===== src/synapse_row_table_core_macros.svh =====
// Assertion macros for the synapse row table core.
// Used by the top level only; the macros refer to its clk and rst_n.
`ifndef SYNAPSE_ROW_TABLE_CORE_MACROS_SVH
`define SYNAPSE_ROW_TABLE_CORE_MACROS_SVH

`ifndef SYNTHESIS
// Consequent must hold in the same cycle as the antecedent.
`define SRT_ASSERT_NOW(label, ante, cons) \
    label: assert property (@(posedge clk) disable iff (!rst_n) (ante) |-> (cons)) \
        else $error("synapse row table: assertion failed");
// Consequent must hold in the cycle after the antecedent.
`define SRT_ASSERT_NEXT(label, ante, cons) \
    label: assert property (@(posedge clk) disable iff (!rst_n) (ante) |=> (cons)) \
        else $error("synapse row table: assertion failed");
`else
`define SRT_ASSERT_NOW(label, ante, cons)
`define SRT_ASSERT_NEXT(label, ante, cons)
`endif

`endif


===== src/srt_pkg.sv =====
// Shared constants, codes and controller/datapath interface types for the
// synapse row table. No dependencies.
`default_nettype none

package srt_pkg;

    localparam int ROW_DEPTH   = 256;
    localparam int WEIGHT_BITS = 16;
    localparam int WORD_W      = 32;
    localparam int ROW_AW      = $clog2(ROW_DEPTH);
    localparam int CNT_W       = $clog2(ROW_DEPTH + 1);

    // Field widths of the transaction payloads
    localparam int OP_W     = 2;
    localparam int ID_W     = 14;
    localparam int WT_W     = 16;
    localparam int DLY_W    = 8;
    localparam int TYP_W    = 4;
    localparam int OFF_W    = 8;
    localparam int STATUS_W = 2;
    localparam int ROWCNT_W = 9;

    // Configuration field widths
    localparam int IB_W = 4;
    localparam int TB_W = 3;
    localparam int DB_W = 4;
    localparam int SH_W = 5;

    localparam logic [OP_W-1:0] OP_FIND   = 2'd0;
    localparam logic [OP_W-1:0] OP_ADD    = 2'd1;
    localparam logic [OP_W-1:0] OP_REMOVE = 2'd2;

    localparam logic [STATUS_W-1:0] ST_OK         = 2'd0;
    localparam logic [STATUS_W-1:0] ST_NOT_FOUND  = 2'd1;
    localparam logic [STATUS_W-1:0] ST_ROW_FULL   = 2'd2;
    localparam logic [STATUS_W-1:0] ST_BAD_OFFSET = 2'd3;

    // Effective (saturated) field widths
    typedef struct packed {
        logic [IB_W-1:0] ib;
        logic [TB_W-1:0] tb;
        logic [DB_W-1:0] db;
    } cfg_t;

    typedef struct packed {
        logic                load;
        logic                issue_scan;
        logic                write_add;
        logic                read_last;
        logic                write_move;
        logic                set_status;
        logic [STATUS_W-1:0] status_code;
        logic                capture_hit;
        logic                push_out;
    } cmd_t;

    typedef struct packed {
        logic [OP_W-1:0]  op;
        logic             row_full;
        logic             offset_bad;
        logic             scan_hit;
        logic             scan_done;
        logic             out_free;
        logic [CNT_W-1:0] count;
    } stat_t;

    function automatic logic [WORD_W-1:0] low_mask(input logic [SH_W-1:0] bits);
        return (WORD_W'(1) << bits) - WORD_W'(1);
    endfunction

endpackage

`default_nettype wire


===== src/srt_ctrl.sv =====
// Controller state machine for the synapse row table.
// Depends on srt_pkg; drives srt_datapath through cmd_t and reads stat_t.
`default_nettype none

module srt_ctrl (
    input  wire logic            clk,
    input  wire logic            rst_n,
    input  wire logic            in_valid,
    output logic                 in_stall,
    input  wire srt_pkg::stat_t  stat,
    output srt_pkg::cmd_t        cmd
);

    import srt_pkg::*;

    typedef enum logic [4:0] {
        S_IDLE   = 5'b00001,
        S_DECODE = 5'b00010,
        S_SCAN   = 5'b00100,
        S_MOVE   = 5'b01000,
        S_FINISH = 5'b10000
    } state_t;

    state_t state_reg;
    state_t state_next;

    always_ff @(posedge clk or negedge rst_n)
    begin
        if (!rst_n)
        begin
            state_reg <= S_IDLE;
        end
        else
        begin
            state_reg <= state_next;
        end
    end

    assign in_stall = (state_reg != S_IDLE);

    always_comb
    begin
        cmd        = '0;
        state_next = state_reg;
        case (state_reg)
            S_IDLE:
            begin
                if (in_valid)
                begin
                    cmd.load   = 1'b1;
                    state_next = S_DECODE;
                end
            end
            S_DECODE:
            begin
                case (stat.op)
                    OP_FIND:
                    begin
                        state_next = S_SCAN;
                    end
                    OP_ADD:
                    begin
                        if (stat.row_full)
                        begin
                            cmd.set_status  = 1'b1;
                            cmd.status_code = ST_ROW_FULL;
                        end
                        else
                        begin
                            cmd.write_add = 1'b1;
                        end
                        state_next = S_FINISH;
                    end
                    OP_REMOVE:
                    begin
                        if (stat.offset_bad)
                        begin
                            cmd.set_status  = 1'b1;
                            cmd.status_code = ST_BAD_OFFSET;
                            state_next      = S_FINISH;
                        end
                        else
                        begin
                            // fetch the last word; it lands in the RAM output next cycle
                            cmd.read_last = 1'b1;
                            state_next    = S_MOVE;
                        end
                    end
                    default:
                    begin
                        state_next = S_FINISH;
                    end
                endcase
            end
            S_SCAN:
            begin
                cmd.issue_scan = 1'b1;
                if (stat.scan_hit)
                begin
                    cmd.set_status  = 1'b1;
                    cmd.status_code = ST_OK;
                    cmd.capture_hit = 1'b1;
                    state_next      = S_FINISH;
                end
                else if (stat.scan_done)
                begin
                    cmd.set_status  = 1'b1;
                    cmd.status_code = ST_NOT_FOUND;
                    state_next      = S_FINISH;
                end
            end
            S_MOVE:
            begin
                cmd.write_move = 1'b1;
                state_next     = S_FINISH;
            end
            S_FINISH:
            begin
                // hold the result until the output register is free
                if (stat.out_free)
                begin
                    cmd.push_out = 1'b1;
                    state_next   = S_IDLE;
                end
            end
            default:
            begin
                state_next = S_IDLE;
            end
        endcase
    end

endmodule

`default_nettype wire


===== config.mk =====
export PLATFORM = sky130hd
export DESIGN_NAME = srt_ctrl
export DESIGN_NICKNAME = d
export VERILOG_FILES = /design/src/synapse_row_table_core_macros.svh /design/src/srt_pkg.sv /design/src/srt_ctrl.sv
export SDC_FILE = /design/constraint.sdc
export NUM_CORES = 1
export LEC_CHECK = 0
export CAP_MARGIN = 20
export CORE_MARGIN = 10
export CORE_UTILIZATION = 25
export CTS_CLUSTER_DIAMETER = 80
export DETAILED_ROUTE_END_ITERATION = 6
export DONT_BUFFER_PORTS = 1
export PLACE_DENSITY = 0.42
export SYNTH_ARGS = -nofsm -noshare
export SYNTH_HDL_FRONTEND = slang
export SYNTH_SLANG_ARGS = --single-unit

===== constraint.sdc =====
create_clock -name clk -period 1.5 [get_ports clk]
set_clock_uncertainty 0.1 [all_clocks]
set_input_delay 0.15 -clock clk [delete_from_list [all_inputs] [get_ports clk]]
set_output_delay 0.15 -clock clk [all_outputs]
set_load 0.005 [all_outputs]

## After elaboration in Yosys (flattened, before gate mapping)

Index checks and enable logic that the tools add are counted.

- Output and inout port bits: 11
- Input port bits: 19
- Word-level logic and storage cells: 40
- Register bits: 5

- Multiplexer cells: 26
- Reductions and logical operators: 2
- Equal/unequal tests: 11

Operators by type and width:

| operator | count |
|---|---|
| $mux W5 | 5 |
| $pmux W5 S5 | 1 |
| $mux W1 | 12 |
| $mux W3 | 4 |
| $pmux W3 S2 | 2 |
| $pmux W5 S2 | 1 |
| $eq A5 B1 Y1 const B | 1 |
| $eq A5 B2 Y1 const B | 1 |
| $eq A5 B3 Y1 const B | 1 |
| $eq A5 B4 Y1 const B | 1 |
| $eq A5 B5 Y1 const B | 1 |
| $ne A5 B1 Y1 const B | 1 |
| $ne A2 B2 Y1 const B | 2 |
| $ne A3 B3 Y1 const B | 1 |
| $reduce_and A3 Y1 | 1 |
| $eq A2 B1 Y1 const B | 1 |
| $eq A2 B2 Y1 const B | 1 |
| $logic_not A2 Y1 | 1 |
| $mux W2 | 1 |

## Longest topological paths before layout

Gate-level depths: netlist of run 1.

- Word-level depth: 3
- Gate-level depth with buffers: 5
- Depth with buffers taken out: 5

## Least setup slack after synthesis of run 1

No wires, ideal clock.

- Kind: register to output
- Start: register state_reg[0]
- End: output port cmd[2] (netlist name)
- Required time: 1.250 ns
- Arrival time: 1.040 ns
- Stages on the path, launching flop included: 4
- Buffers on the path: 0
- Setup slack: 0.210 ns
- Cell sequence: dfstp_2 nor3b_2 and2_1 a32o_1

RTL lines:

| element | RTL line | source |
|---|---|---|
| start: declaration | srt_ctrl.sv:24 | `state_t state_reg;` |
| start signal: assignment | srt_ctrl.sv:35 | `state_reg <= state_next;` |
| end: declaration | srt_ctrl.sv:11 | `output srt_pkg::cmd_t cmd` |

==> impl_metrics.sql, run 1 <==
INSERT INTO impl_metrics (metric_group, metric, value, unit) VALUES
('run_status', 'result_of_the_run', 'complete, but fails checks', ''),
('run_status', 'failed_checks', 'setup timing', ''),
('global_route', 'grt.total_usage', '6.60', '%'),
('clock_network', 'cts-htree-levels', '1', ''),
('setup_path', 'crit-reg2reg-capture', 'state_reg[0]', ''),
('floorplan', 'effective_utilization_at_floorplan', '26.8', '%'),
('setup_path', 'worstPathBufferInverterCount', '0', ''),
('placed_design', 'gpl.final_weighted_congestion', '0.656', ''),
('pwr', 'power_switching_share', '37.3', '%'),
('setup_path', 'timing.critical_path.from_type', 'flop', ''),
('final_layout', 'largest_reg_flops', '5', ''),
('floorplan', 'floorplan.core_area', '1750', 'um^2'),
('final_layout', 'antenna_cells', '0', ''),
('global_route', 'initial_antenna_violation_count', '0', ''),
('routing', 'dr.first_iter.drc_count', '7', ''),
('global_route', 'grt_start_max_net_pins', '7', ''),
('placed_design', 'dpl-instance-area', '507', 'um^2'),
('routing', 'vias_per_cell', '4.78', ''),
('floorplan', 'std_cell_rows', '15', ''),
('global_route', 'grt_overflow_total', '0', ''),
('synth', 'warnings_from_yosys', '0', ''),
('synth', 'synth_cell_type_count', '24', ''),
('synth', 'synth_fp_nets', '72', ''),
('routing', 'num_vias', '406', ''),
('setup_path', 'r2r.worst_path.cells', '4', ''),
('synth', 'synthesis.instances', '48', ''),
('clock_network', 'insertion_delay', '240', 'ps'),
('routing', 'routed_wirelength', '1240', 'um'),
('final_layout', 'flow.area_growth_from_synthesis', '39.6', '%'),
('synth', 'ys_seq_elements', '5', ''),
('placed_design', 'dpl.cell_count', '74', ''),
('setup_path', 'cp.required', '1250', 'ps'),
('pwr', 'cellLeakagePower', '0.288', 'nW'),
('synth', 'synth-seq-area-share', '27.0', '%'),
('setup_path', 'path_cells', 'and4bb_4 > a32o_2', ''),
('sta', 'max_clock_freq', '632', 'MHz'),
('setup_path', 'crit_path_top_delay_cell', 'dfstp_2', ''),
('routing', 'routed_wire_length_per_instance', '14.6', 'um'),
('clock_network', 'cts.root.buffer_cell', 'clkbuf_4', ''),
('pwr', 'peakVddDrop', '0.269', 'mV'),
('final_layout', 'stdcell_count', '85', ''),
('floorplan', 'pin_count', '30', ''),
('sta', 'layout_setup_ws', '-81.7', 'ps'),
('setup_path', 'timing.critical_path.arrival', '1330', 'ps'),
('sta', 'drv_slew', '0', ''),
('synth', 'synth_top_area_share', '21.4', '%'),
('flow_run', 'max_cap_viol_count', '0', ''),
('routing', 'drt_pass1_iterations', '2', ''),
('placed_design', 'port_buffers', '0', ''),
('pwr', 'power_frac_comb', '46.3', '%'),
('clock_network', 'worst_setup_hold_path_clk_slew', '40', 'ps'),
('floorplan', 'dieHeight', '63.3', 'um'),
('floorplan', 'die_ar', '4000', 'um^2'),
('sta', 'setup-violations-final', '6', ''),
('clock_network', 'clock_path_buffers', '2', ''),
('clock_network', 'numCtsBuffers', '3', ''),
('worst_hold_path', 'timing.hold.worst.class', 'in2async', ''),
('pwr', 'clock_power_share', '21.3', '%'),
('sta', 'slew_headroom', '78.3', '%'),
('final_layout', 'fraction_of_layout_cells_with_a_size_suffix_above_1', '46.7', '%'),
('final_layout', 'finalInstanceArea', '653', 'um^2'),
('clock_network', 'tritoncts_num_sinks', '5', ''),
('sta', 'timing_worst_slew_pin_value', '324', 'ps'),
('pwr', 'intPower', '0.450', 'mW'),
('global_route', 'grt_first_pass_wirelength', '2090', 'um'),
('sta', 'post-route-min-period', '1580', 'ps'),
('floorplan', 'chipWidth', '63.3', 'um'),
('pwr', 'total_net_switching_power', '0.267', 'mW'),
('synth', 'synthesis.area_per_instance', '9.75', 'um^2'),
('global_route', 'number_of_global_route_vias_before_repair', '460', ''),
('routing', 'detail_route.drc_violations', '0', '');
==> per-layer routing <==
metal	up-vias	track usage (%)	part of all wire [%]
li1	203	-	-
met4	0	6.56	2.4
met2	14	9.77	47
met1	187	6.73	40
met3	2	2.83	11
met5	-	0	0
==> timing repair <==
item                                    CTS  global route
resized for setup                        12             3
hold endpoints to repair                  7             0
buffers inserted                          3             1
pin swaps                                 5             5
endpoints found under the setup margin    8             8
hold buffers                              3             0
==> Yosys cell counts <==
| cell type | n |
|---|---|
| and4_2 | 2 |
| a22o_1 | 1 |
| a31o_1 | 1 |
| a32o_1 | 2 |
| o211ai_1 | 1 |
| a221oi_2 | 1 |
| a21o_1 | 1 |
| dfstp_2 | 1 |
| nor3b_2 | 2 |
| and3_1 | 1 |
| nor4bb_1 | 1 |
| nor2_2 | 1 |
| ha_1 | 5 |
| nor3b_1 | 3 |
| nor2_1 | 6 |
| nand3_1 | 1 |
| inv_1 | 4 |
| and4bb_4 | 1 |
| nand2_1 | 1 |
| o311ai_2 | 1 |
| and2_1 | 4 |
| dfrtp_1 | 4 |
| o21ai_0 | 1 |
| nor2b_1 | 2 |
==> stage by stage <==
step | util, % | power, mW | TNS (ps) | hold WS, ps | setup WS, ps
final | 37.4 | 0.718 | -333 | 96.3 | -81.7
after global routing | 37.4 | 0.770 | -809 | 104 | -134
after CTS | 35.9 | 0.690 | -437 | 86.8 | -76.6
after detailed placement | 29.0 | 0.443 | 0 | -245 | 67.9
after global placement | 29.0 | 0.446 | 0 | -245 | 75.1
after floorplan | - | 0.391 | 0 | -246 | 210
==> logic make-up (layout without fill, tap and decap cells) <==
kind of cell	after synthesis	after routing	share of synthesized area (%)
buf+inv	4	16	3.21
simple gates	25	25	37.4
fa+ha+maj	5	5	13.4
flops	5	5	27.0
compound gates	9	9	19.0
==> worst max-delay path by stage <==
stage | slack (ps) | cells past startpoint | from | end
after global placement | 80 | 3 | state_reg[4] | cmd[6]
final | -80 | 2 | state_reg[0] | cmd[2]
after CTS | -80 | 3 | state_reg[4] | cmd[2]
after global routing | -130 | 3 | state_reg[4] | cmd[3]
after detailed placement | 70 | 3 | state_reg[4] | cmd[6]
after floorplan | 210 | 3 | state_reg[0] | cmd[2]
==> final cells by class <==
cell class,instances,area [um^2]
Multi-Input combinational cell,39,385
Clock buffer,4,26.3
Tap cell,25,31.3
Sequential cell,5,128
Inverter,4,15.0
Timing Repair Buffer,8,67.6
Fill cell,177,1090
==> power groups by stage <==
| stage | Sequential, mW | Combinational (mW) | Clock [mW] |
|---|---|---|---|
| floorplan | 0.212 | 0.179 | 0 |
| global placement | 0.222 | 0.224 | 0 |
| detailed placement | 0.221 | 0.222 | 0 |
| CTS | 0.226 | 0.300 | 0.164 |
| global route | 0.239 | 0.364 | 0.167 |
| finish | 0.232 | 0.332 | 0.153 |
==> cell usage in the layout (no fill, tap or decap), types with 2 or more instances in the layout <==
cell type,instances
clkbuf_4,3
nor2_4,2
nor2b_1,2
and2_1,2
a32o_2,2
nor2_1,5
and4_2,2
nor3b_2,3
buf_4,5
and2_4,2
dfrtp_1,3
ha_1,5
dlygate4sd3_1,3
inv_1,4
Power figures use the tool's default switching activity.
==> run 2, diff against run 1 <==
--- a/config.mk
+++ b/config.mk
@@ -5,6 +5,7 @@
 export SDC_FILE = /design/constraint.sdc
 export NUM_CORES = 1
 export LEC_CHECK = 0
+export ABC_AREA = 1
 export CAP_MARGIN = 20
 export CORE_MARGIN = 10
 export CORE_UTILIZATION = 25
==> run 2 against run 1 <==
Against the previous run:
- the flow still finishes with violations (setup timing)
- first-iteration DRC count grew 57%
- power is 22% higher
- via count up 20%
==> impl_metrics.sql, run 2 <==
INSERT INTO impl_metrics (metric_group, metric, value, unit) VALUES
('final_layout', 'sequential_cell_area', '128', 'um^2'),
('final_layout', 'final_nets', '110', ''),
('sta', 'layout_setup_ws', '-46.8', 'ps'),
('setup_path', 'critPathKind', 'reg2out', ''),
('synth', 'synth_top_area_share', '21.8', '%'),
('setup_path', 'cp.required', '1250', 'ps'),
('floorplan', 'floorplan.core_area', '1730', 'um^2'),
('routing', 'dr.first_iter.drc_count', '11', ''),
('routing', 'antenna_left', '0', ''),
('sta', 'timing_worst_slew_pin_value', '223', 'ps'),
('floorplan', 'std_cell_rows', '15', ''),
('clock_network', 'tritoncts_num_sinks', '5', ''),
('setup_path', 'cell_family_with_the_largest_share_of_critical_path_delay', 'flip-flops', ''),
('routing', 'detail_route.drc_violations', '0', ''),
('clock_network', 'worst_setup_hold_path_clk_slew', '40', 'ps'),
('final_layout', 'fillers', '202', ''),
('final_layout', 'final_cell_mix', 'inv_1, nand2_1, nor2_1, buf_4, ha_1', ''),
('final_layout', 'multi_input_combinational_cell_area', '343', 'um^2'),
('global_route', 'grt_start_max_net_pins', '6', ''),
('sta', 'max_clock_freq', '646', 'MHz'),
('global_route', 'number_of_global_route_vias_before_repair', '488', ''),
('final_layout', 'largest_reg_flops', '5', ''),
('routing', 'routed_wirelength', '1380', 'um'),
('pwr', 'totalPowerFinal', '0.873', 'mW'),
('floorplan', 'pin_count', '30', ''),
('flow_run', 'max_cap_viol_count', '0', ''),
('final_layout', 'flow.area_growth_from_synthesis', '46.3', '%'),
('setup_path', 'timing.critical_path.arrival', '1300', 'ps'),
('placed_design', 'hpwlAfterDp', '990', 'um'),
('sta', 'drv_slew', '0', ''),
('floorplan', 'die_ar', '3950', 'um^2'),
('synth', 'synth.top_cells.by_count', 'nor2_1, inv_1, nand2_1', ''),
('final_layout', 'fraction_of_layout_cells_with_a_size_suffix_above_1', '36.5', '%'),
('placed_design', 'gpl.final_weighted_congestion', '0.721', ''),
('floorplan', 'dieHeight', '62.9', 'um'),
('synth', 'yosysTopAreaCell', 'dfrtp_1', ''),
('run_status', 'failed_checks', 'setup timing', ''),
('global_route', 'grt_first_pass_wirelength', '2210', 'um'),
('sta', 'setup-violations-final', '4', ''),
('floorplan', 'effective_utilization_at_floorplan', '26.6', '%'),
('clock_network', 'insertion_delay', '250', 'ps'),
('setup_path', 'cp_common_cell', 'nor2_4', ''),
('synth', 'warnings_from_yosys', '0', ''),
('global_route', 'initial_antenna_violation_count', '0', ''),
('setup_path', 'timing.critical_path.from_type', 'flop', ''),
('synth', 'synth-seq-area-share', '27.5', '%'),
('synth', 'synth_area', '459', 'um^2'),
('synth', 'synthesis.area_per_instance', '6.56', 'um^2'),
('pwr', 'power_density', '1300', 'nW/um^2'),
('synth', 'synth_cell_type_count', '18', ''),
('setup_path', 'setup.worst_path.end_class', 'output pin', ''),
('setup_path', 'cp.depth', '5', ''),
('pwr', 'peakVddDrop', '0.499', 'mV'),
('sta', 'final-hold-violation-count', '0', ''),
('placed_design', 'dpl-instance-area', '498', 'um^2'),
('setup_path', 'worstPathBufferInverterCount', '1', ''),
('final_layout', 'finalInstanceArea', '672', 'um^2'),
('synth', 'yosysMostFrequentCell', 'nor2_1', ''),
('synth', 'ys_async_sr_fraction', '100', '%'),
('synth', 'synth.area.top_cells', 'dfrtp_1, ha_1, nor2_1', ''),
('synth', 'synthesis.instances', '70', ''),
('setup_path', 'path_cells', 'inv_2 > nor2_4 > nand2_4 > nor2_4 > nor3_4', ''),
('sta', 'post-route-min-period', '1550', 'ps'),
('worst_hold_path', 'timing.hold.worst.class', 'in2async', ''),
('setup_path', 'critical_path.max_fanout', '5', ''),
('placed_design', 'port_buffers', '0', ''),
('final_layout', 'stdcell_count', '110', ''),
('placed_design', 'pre_cts_ws', '126', 'ps'),
('setup_path', 'cp_slowest_stage_delay', '570', 'ps'),
('final_layout', 'antenna_cells', '0', ''),
('clock_network', 'numCtsBuffers', '3', ''),
('sta', 'unrepaired_setup_endpoints_after_global_routing', 'yes', ''),
('run_status', 'result_of_the_run', 'complete, but fails checks', ''),
('pwr', 'cellLeakagePower', '0.352', 'nW'),
('final_layout', 'final_core_util', '38.9', '%'),
('clock_network', 'clock_path_buffers', '2', ''),
('synth', 'synth_enable_flop_cells', '0', ''),
('synth', 'ys_seq_elements', '5', ''),
('clock_network', 'cts-htree-levels', '1', ''),
('clock_network', 'tritoncts', 'built', ''),
('routing', 'routed_wire_length_per_instance', '12.6', 'um'),
('global_route', 'grt.total_usage', '7.18', '%'),
('synth', 'synth_fp_nets', '94', ''),
('sta', 'whs', '88.8', 'ps'),
('routing', 'num_vias', '488', ''),
('placed_design', 'dpl.cell_count', '96', ''),
('sta', 'setup-tns-final', '-95.0', 'ps'),
('synth', 'yosys_most_used_dff', 'dfrtp_1', ''),
('routing', 'vias_per_cell', '4.44', ''),
('sta', 'layout_worst_path_cycle_share', '103', '%'),
('routing', 'drt_pass1_iterations', '4', ''),
('setup_path', 'reg2reg_setup_slack', '100', 'ps'),
('global_route', 'grt_overflow_total', '0', ''),
('floorplan', 'chipWidth', '62.9', 'um'),
('setup_path', 'r2r.worst_path.cells', '6', ''),
('setup_path', 'crit_path_top_delay_cell', 'dfstp_2', ''),
('clock_network', 'cts.root.buffer_cell', 'clkbuf_4', ''),
('sta', 'slew_headroom', '85.1', '%');
==> run 2: cell count changes after synthesis, moves of 2 or more <==
cell,change
inv_1,+8
nand4_1,+3
nand3_1,+5
and2_1,-4
nand2_1,+10
and4_2,-2
nor2_1,+8
nor3b_1,-3
nor3_1,+2
a32o_1,-2
nor3b_2,-2
o21ai_0,+2
nor2b_1,-2
==> run 2: worst register-to-register path: cells and delay by family, from the launching register on <==
| kind | cells | cell delay (ps) |
|---|---|---|
| buf+inv | 2 | 300 |
| simple gates | 2 | 360 |
| flops | 1 | 410 |
| compound gates | 2 | 120 |
==> run 2: timing repair <==
| item | CTS | global route |
|---|---|---|
| setup endpoints to repair | 6 | 6 |
| gates resized for setup | 12 | 7 |
| pin swaps | 4 | 2 |
| buffers inserted | 6 | 1 |
| endpoints found under the hold margin | 9 | 0 |
| hold buffers | 3 | 0 |
==> run 2: cells by family after synthesis <==
kind of cell / after synthesis / synth area share, %
AO/OA/AOI/OAI: 6 / 7.08
adder cells (fa/ha/maj): 5 / 13.6
AND/OR/NAND/NOR: 40 / 40.1
buffers and inverters: 14 / 11.7
flip-flops: 5 / 27.5
==> run 2: worst paths after layout <==
| kind | startpoint | end |
|---|---|---|
| max | state_reg[0] | cmd[9] |
| min | rst_n | state_reg[1] |
| max reg2reg | state_reg[3] | state_reg[4] |
| min reg2reg | state_reg[0] | state_reg[1] |
| max in group asynchronous | rst_n | state_reg[0] |
| min in group clk | stat[15] | state_reg[2] |
==> run 2: layer usage <==
metal  share of wire (%)  wire length [um]  GRT usage, %
met5                   0                 0             0
met2                  55               754          12.7
met1                  38               528          6.57
met3                 4.3                60          2.33
met4                 2.7                38          5.87
==> run 2: layout make-up <==
cell class              instances  area share [%]
clock buffers                   4            3.91
repair buffers                 11            13.4
multi-input cells              51            51.0
inverters                      14            8.01
flip-flops and latches          5            19.0
well taps                      25            4.66
==> run 2: power breakdown <==
group	switching, mW	internal [mW]
Clock	0.0559	0.101
Combinational	0.281	0.195
Sequential	0.0549	0.185
Total	0.392	0.481
